===== src/hdl/oorsr_pkg.sv =====
// Shared constants, mode codes and the queued word type for the ordered op ring.
// No dependencies; every other file in hdl imports this package.
`default_nettype none

package oorsr_pkg;

   // Ring sizes (powers of two).
   localparam int OP_DEPTH   = 256;
   localparam int SIDE_DEPTH = 4096;
   localparam int OP_WIDTH   = 64;

   localparam int OP_AW   = $clog2(OP_DEPTH);
   localparam int OP_CW   = OP_AW + 1;
   localparam int SIDE_AW = $clog2(SIDE_DEPTH);
   localparam int SIDE_CW = SIDE_AW + 1;

   // Port field widths.
   localparam int MODE_W  = 3;
   localparam int OPS_W   = 9;
   localparam int WORDS_W = 13;
   localparam int DATA_W  = 64;
   localparam int OFFS_W  = 12;
   localparam int SEQ_W   = 32;
   localparam int DEPTH_W = 9;
   localparam int CNT_W   = 32;

   // Width of the room and wrap arithmetic.
   localparam int SUM_W = ((SIDE_CW > WORDS_W) ? SIDE_CW : WORDS_W) + 2;

   // Front-to-back queue.
   localparam int QUEUE_DEPTH = 2;
   localparam int QUEUE_AW    = $clog2(QUEUE_DEPTH);

   // Mode codes.
   localparam logic [MODE_W-1:0] MODE_CAN_ACCEPT = 3'd0;
   localparam logic [MODE_W-1:0] MODE_RESERVE    = 3'd1;
   localparam logic [MODE_W-1:0] MODE_PUSH       = 3'd2;
   localparam logic [MODE_W-1:0] MODE_PEEK       = 3'd3;
   localparam logic [MODE_W-1:0] MODE_POP        = 3'd4;
   localparam logic [MODE_W-1:0] MODE_CLEAR      = 3'd5;

   // A decoded word waiting for the back end.
   typedef struct packed {
      logic                 is_can;
      logic                 is_rsv;
      logic                 is_push;
      logic                 is_peek;
      logic                 is_pop;
      logic                 is_clr;
      logic [OPS_W-1:0]     op_count;
      logic [WORDS_W-1:0]   word_count;
      logic [OP_WIDTH-1:0]  op_data;
   } item_type;

endpackage

`default_nettype wire


===== src/hdl/oorsr_front.sv =====
// Front end: accepts request words, decodes the mode and holds them in a short queue.
// Depends on oorsr_pkg.
`default_nettype none

module oorsr_front (
   input  logic                          clock,
   input  logic                          reset,
   input  logic                          req_valid,
   output logic                          req_stall,
   input  logic [oorsr_pkg::MODE_W-1:0]  req_mode,
   input  logic [oorsr_pkg::OPS_W-1:0]   req_op_count,
   input  logic [oorsr_pkg::WORDS_W-1:0] req_word_count,
   input  logic [oorsr_pkg::DATA_W-1:0]  req_op_data,
   output logic                          q_valid,
   output oorsr_pkg::item_type           q_item,
   input  logic                          q_take
);
   import oorsr_pkg::*;

   item_type              slot_ff [QUEUE_DEPTH];
   item_type              dec_item;
   logic [QUEUE_AW-1:0]   wr_ptr_ff, wr_ptr_in;
   logic [QUEUE_AW-1:0]   rd_ptr_ff, rd_ptr_in;
   logic [QUEUE_AW:0]     count_ff, count_in;
   logic                  enq;

   always_comb begin
      dec_item            = '0;
      dec_item.op_count   = req_op_count;
      dec_item.word_count = req_word_count;
      dec_item.op_data    = OP_WIDTH'(req_op_data);
      case (req_mode)
         MODE_CAN_ACCEPT: dec_item.is_can  = 1'b1;
         MODE_RESERVE:    dec_item.is_rsv  = 1'b1;
         MODE_PUSH:       dec_item.is_push = 1'b1;
         MODE_PEEK:       dec_item.is_peek = 1'b1;
         MODE_POP:        dec_item.is_pop  = 1'b1;
         MODE_CLEAR:      dec_item.is_clr  = 1'b1;
         default:         dec_item.is_can  = 1'b0;
      endcase
   end

   assign req_stall = (count_ff == (QUEUE_AW+1)'(QUEUE_DEPTH));
   assign enq       = req_valid && !req_stall;
   assign q_valid   = (count_ff != '0);
   assign q_item    = slot_ff[rd_ptr_ff];

   always_comb begin
      wr_ptr_in = enq    ? wr_ptr_ff + 1'b1 : wr_ptr_ff;
      rd_ptr_in = q_take ? rd_ptr_ff + 1'b1 : rd_ptr_ff;
      count_in  = count_ff + (QUEUE_AW+1)'(enq) - (QUEUE_AW+1)'(q_take);
   end

   always_ff @(posedge clock) begin
      if (reset) begin
         wr_ptr_ff <= '0;
         rd_ptr_ff <= '0;
         count_ff  <= '0;
      end else begin
         wr_ptr_ff <= wr_ptr_in;
         rd_ptr_ff <= rd_ptr_in;
         count_ff  <= count_in;
      end
   end

   always_ff @(posedge clock) begin
      if (enq) begin
         slot_ff[wr_ptr_ff] <= dec_item;
      end
   end

endmodule

`default_nettype wire


===== config.mk =====
export PLATFORM = sky130hd
export DESIGN_NAME = oorsr_front
export DESIGN_NICKNAME = d
export VERILOG_FILES = /design/src/hdl/oorsr_pkg.sv /design/src/hdl/oorsr_front.sv
export SDC_FILE = /design/constraint.sdc
export NUM_CORES = 1
export LEC_CHECK = 0
export BUFFER_PORTS_ARGS = -buffer_cell sky130_fd_sc_hd__buf_2
export CAP_MARGIN = 20
export CORE_MARGIN = 3
export CORE_UTILIZATION = 52
export DETAILED_ROUTE_END_ITERATION = 10
export GPL_TIMING_DRIVEN = 0
export MAX_ROUTING_LAYER = met4
export PLACE_DENSITY = 0.79
export SYNTH_ARGS = -nofsm -noshare
export SYNTH_HDL_FRONTEND = slang
export SYNTH_SLANG_ARGS = --single-unit

===== constraint.sdc =====
create_clock -name clock -period 4.1 [get_ports clock]
set_input_delay 0.41 -clock clock [delete_from_list [all_inputs] [get_ports clock]]
set_output_delay 0.41 -clock clock [all_outputs]
set_load 0.02 [all_outputs]

==> metrics.md <==
| Metric | Value |
|---|---|
| Maximum vdd drop | just under 0.4 mV |
| Remaining global-route overflow | 0 |
| Clock Root Buffer | clkbuf_16 |
| Synth Warn # | 0 |
| CTS tree | done |
| Fin. Hold Viols | 0 |
| Largest fanout on the critical path | 10 |
| Worst path required time | 3.69 ns |
| Final min period | slightly above 2 ns |
| Clk_lat worst skew | approximately 0.42 ns |
| DR vias/cell | approximately 5 |
| Cells after Synth | roughly 320 |
| Status | finished clean |
| Commonest non-fill, non-tap cells in the layout | buf_2, edfxtp_1, mux2_2 |
| Unrepaired setup endpoints after global routing | no |
| Kind of critical path | flop to output port |
| RR Startpoint | count_ff[0] |
| Core Area | 12800 sq um |
| Crit. End Element | output port |
| Final clock skew | between 0.004 and 0.005 ns |
| Fill count | 860 |
| RR Endpoint | slot_ff[0][33] |
| Iter 0 DRT Violations | ~190 |
| Hold Crit Class | input port to flop |
| Via count | around 3600 |
| Worst-margin pin slew | about 0.6 ns |
| Fmax | between 400 and 500 MHz |
| TritonRoute pass-1 iters | 4 |
| Max Cap Viol | 0 |
| DR WL/cell | roughly 17 um |
| Total track usage | 17.7% |
| H-Tree Depth | 4 |
| Setup_tns | 0 ns |
| Hpwl dp | 8420 um |
| Setup violators final | 0 |
| Worst r2r path cells | 5 |
| Clock slew at reported path FFs | ~0.06 ns |
| Yosys reg bits | between 150 and 200 |
| Commonest non-fill, non-tap cell in the layout | buf_2 |
| Area grow syn2layout | 25.6% |
| Number of global-route vias before repair | 3804 |
| Slew margin rel. | 60.8% |
| Post-Synthesis Cell Area | between 6000 and 7000 sq um |
| Mapped Nets | 413 |
| Leakage power | roughly 3.3 nW |
| Routed wire length | around 12000 um |
| Antenna violations before repair | 0 |
| Final period util | 50.4% |
| Proportion of netlist area held by the largest area contributor | around four fifths |
| First-pass GRT wire length | ~19000 um |
| Critical path arrival | 1.66 ns |
| Max Root-Sink Buffers | 2 |
| IO Count | between 150 and 200 |
| Routability cong. | 0.718 |
| Cell taking the most area after synthesis | edfxtp_1 |
| Die area | approximately 15000 sq um |
| Worst Setup Start Kind | flop |
| Worst Hold Slack | between 0.15 and 0.2 ns |
| Layout cells sized above 1 | between 60% and 70% |
| Initial Utilization | ~54% |
| Post-synthesis sequential area ratio | between 80% and 90% |
| Antenna viol nets, final | 0 |
| Synth area leaders | edfxtp_1, mux2_2, buf_6 |
| Pwr Density | 536 nW/um^2 |
| CTS Buf Count | 17 |
| Crit path to | q_item[82] |
| Setup Buffers After CTS | 0 |
| Port Buffers | approximately 190 |
| Largest net degree at the start of global routing | 64 |
| FP Rows | a little over 40 |
| Mapped Avg Cell Area | approximately 22 sq um |
| Multi-input logic area | between 1000 and 1500 sq um |
| Synth cell types | 23 |
| Final Max Tran Viols | 0 |
| Cts hold-fix bufs | 0 |
| Fin nets | 620 |
| Reg area | 5630 sq um |
| Clock Sink Count | 189 |
| Ant. Diodes | 0 |
| Die extent in y | between 100 and 150 um |
| Die Wd | between 100 and 150 um |
| Setup slack, reg-to-reg | just over 2 ns |
| DRC | 0 |
| Post_cts resized | 0 |
where the power goes:
part           internal [mW]  leakage [nW]  switching (mW)
registers               2.33          1.76          0.0417
clock network          0.895         0.277           0.667
logic                  0.293          1.26           0.447
total                   3.52          3.30            1.16
how the worst min path moves through the flow:
stage | slack, ns | end | cells after the start | start
2_1_floorplan | 0.45 | wr_ptr_ff | 2 | wr_ptr_ff
3_3_place_gp | 0.47 | wr_ptr_ff | 2 | wr_ptr_ff
3_5_place_dp | 0.51 | wr_ptr_ff | 2 | wr_ptr_ff
4_1_cts | 0.15 | slot_ff[0][56] | 1 | req_op_data[56]
5_1_grt | 0.15 | slot_ff[0][51] | 1 | req_op_data[51]
6_report | 0.17 | slot_ff[1][8] | 1 | req_op_data[8]
Yosys cell counts, drive strengths merged:
| library cell | n |
|---|---|
| a21oi | 1 |
| and2 | 1 |
| and3 | 1 |
| and3b | 2 |
| buf | 10 |
| dfxtp | 5 |
| edfxtp | 184 |
| ha | 2 |
| inv | 4 |
| mux2 | 92 |
| nand2 | 1 |
| nand2b | 1 |
| nor2 | 3 |
| nor2b | 1 |
| nor3 | 2 |
| nor3b | 3 |
| o21ai | 1 |
| or2 | 1 |
| or3 | 1 |
| xnor2 | 1 |
| xor2 | 1 |
registers in the layout (all words and copies together) (netlist names), named ones only:
signal     cells
slot_ff      184
count_ff       2
rd_ptr_ff      1
wr_ptr_ff      1
cells by family (layout without fill, tap and decap cells):
kind of cell             Yosys count  in the layout  share of synthesized area [%]
AO/OA/AOI/OAI                      2              2                          0.144
XOR/XNOR                           2              2                          0.252
adder cells (fa/ha/maj)            2              2                          0.360
buffers and inverters             14            234                           1.75
flip-flops                       189            189                           81.0
multiplexers                      92             92                           14.9
AND/OR/NAND/NOR                   17             17                           1.53
metal layers:
layer	wire [um]	part of all wire, %	GRT usage [%]
met5	0	0	-
met4	207	1.7	6.51
met3	1010	8.2	6.17
met2	6510	53	30.2
met1	4650	38	19.3
worst max-delay path, cell delays in order, from the launching register on:
cell	delay (ns)
dfxtp_1	0.34
buf_6	0.19
buf_6	0.19
mux2_2	0.35
buf_2	0.17
final cells by class:
cell class | count | area share (%)
timing repair buffer | 188 | 11.3
tap | 172 | 2.47
sequential | 189 | 64.5
clock inverter | 15 | 1.66
buffer | 10 | 1.22
clock buffer | 17 | 4.88
multi-input combinational | 115 | 13.7
inverter | 4 | 0.201
stage by stage:
step	area (sq um)	cells	setup slack (ns)	total power, mW	utilization, %
final	8720	710	2.03	4.68	68.0
after global routing	8720	710	1.86	4.87	68.0
after CTS	8720	710	1.98	4.73	68.0
after detailed placement	8150	678	1.95	3.17	63.5
after global placement	8090	676	0.0650	3.14	63.1
after floorplan	6940	318	1.01	2.89	-
No activity file was read; power rests on OpenSTA's default activity.
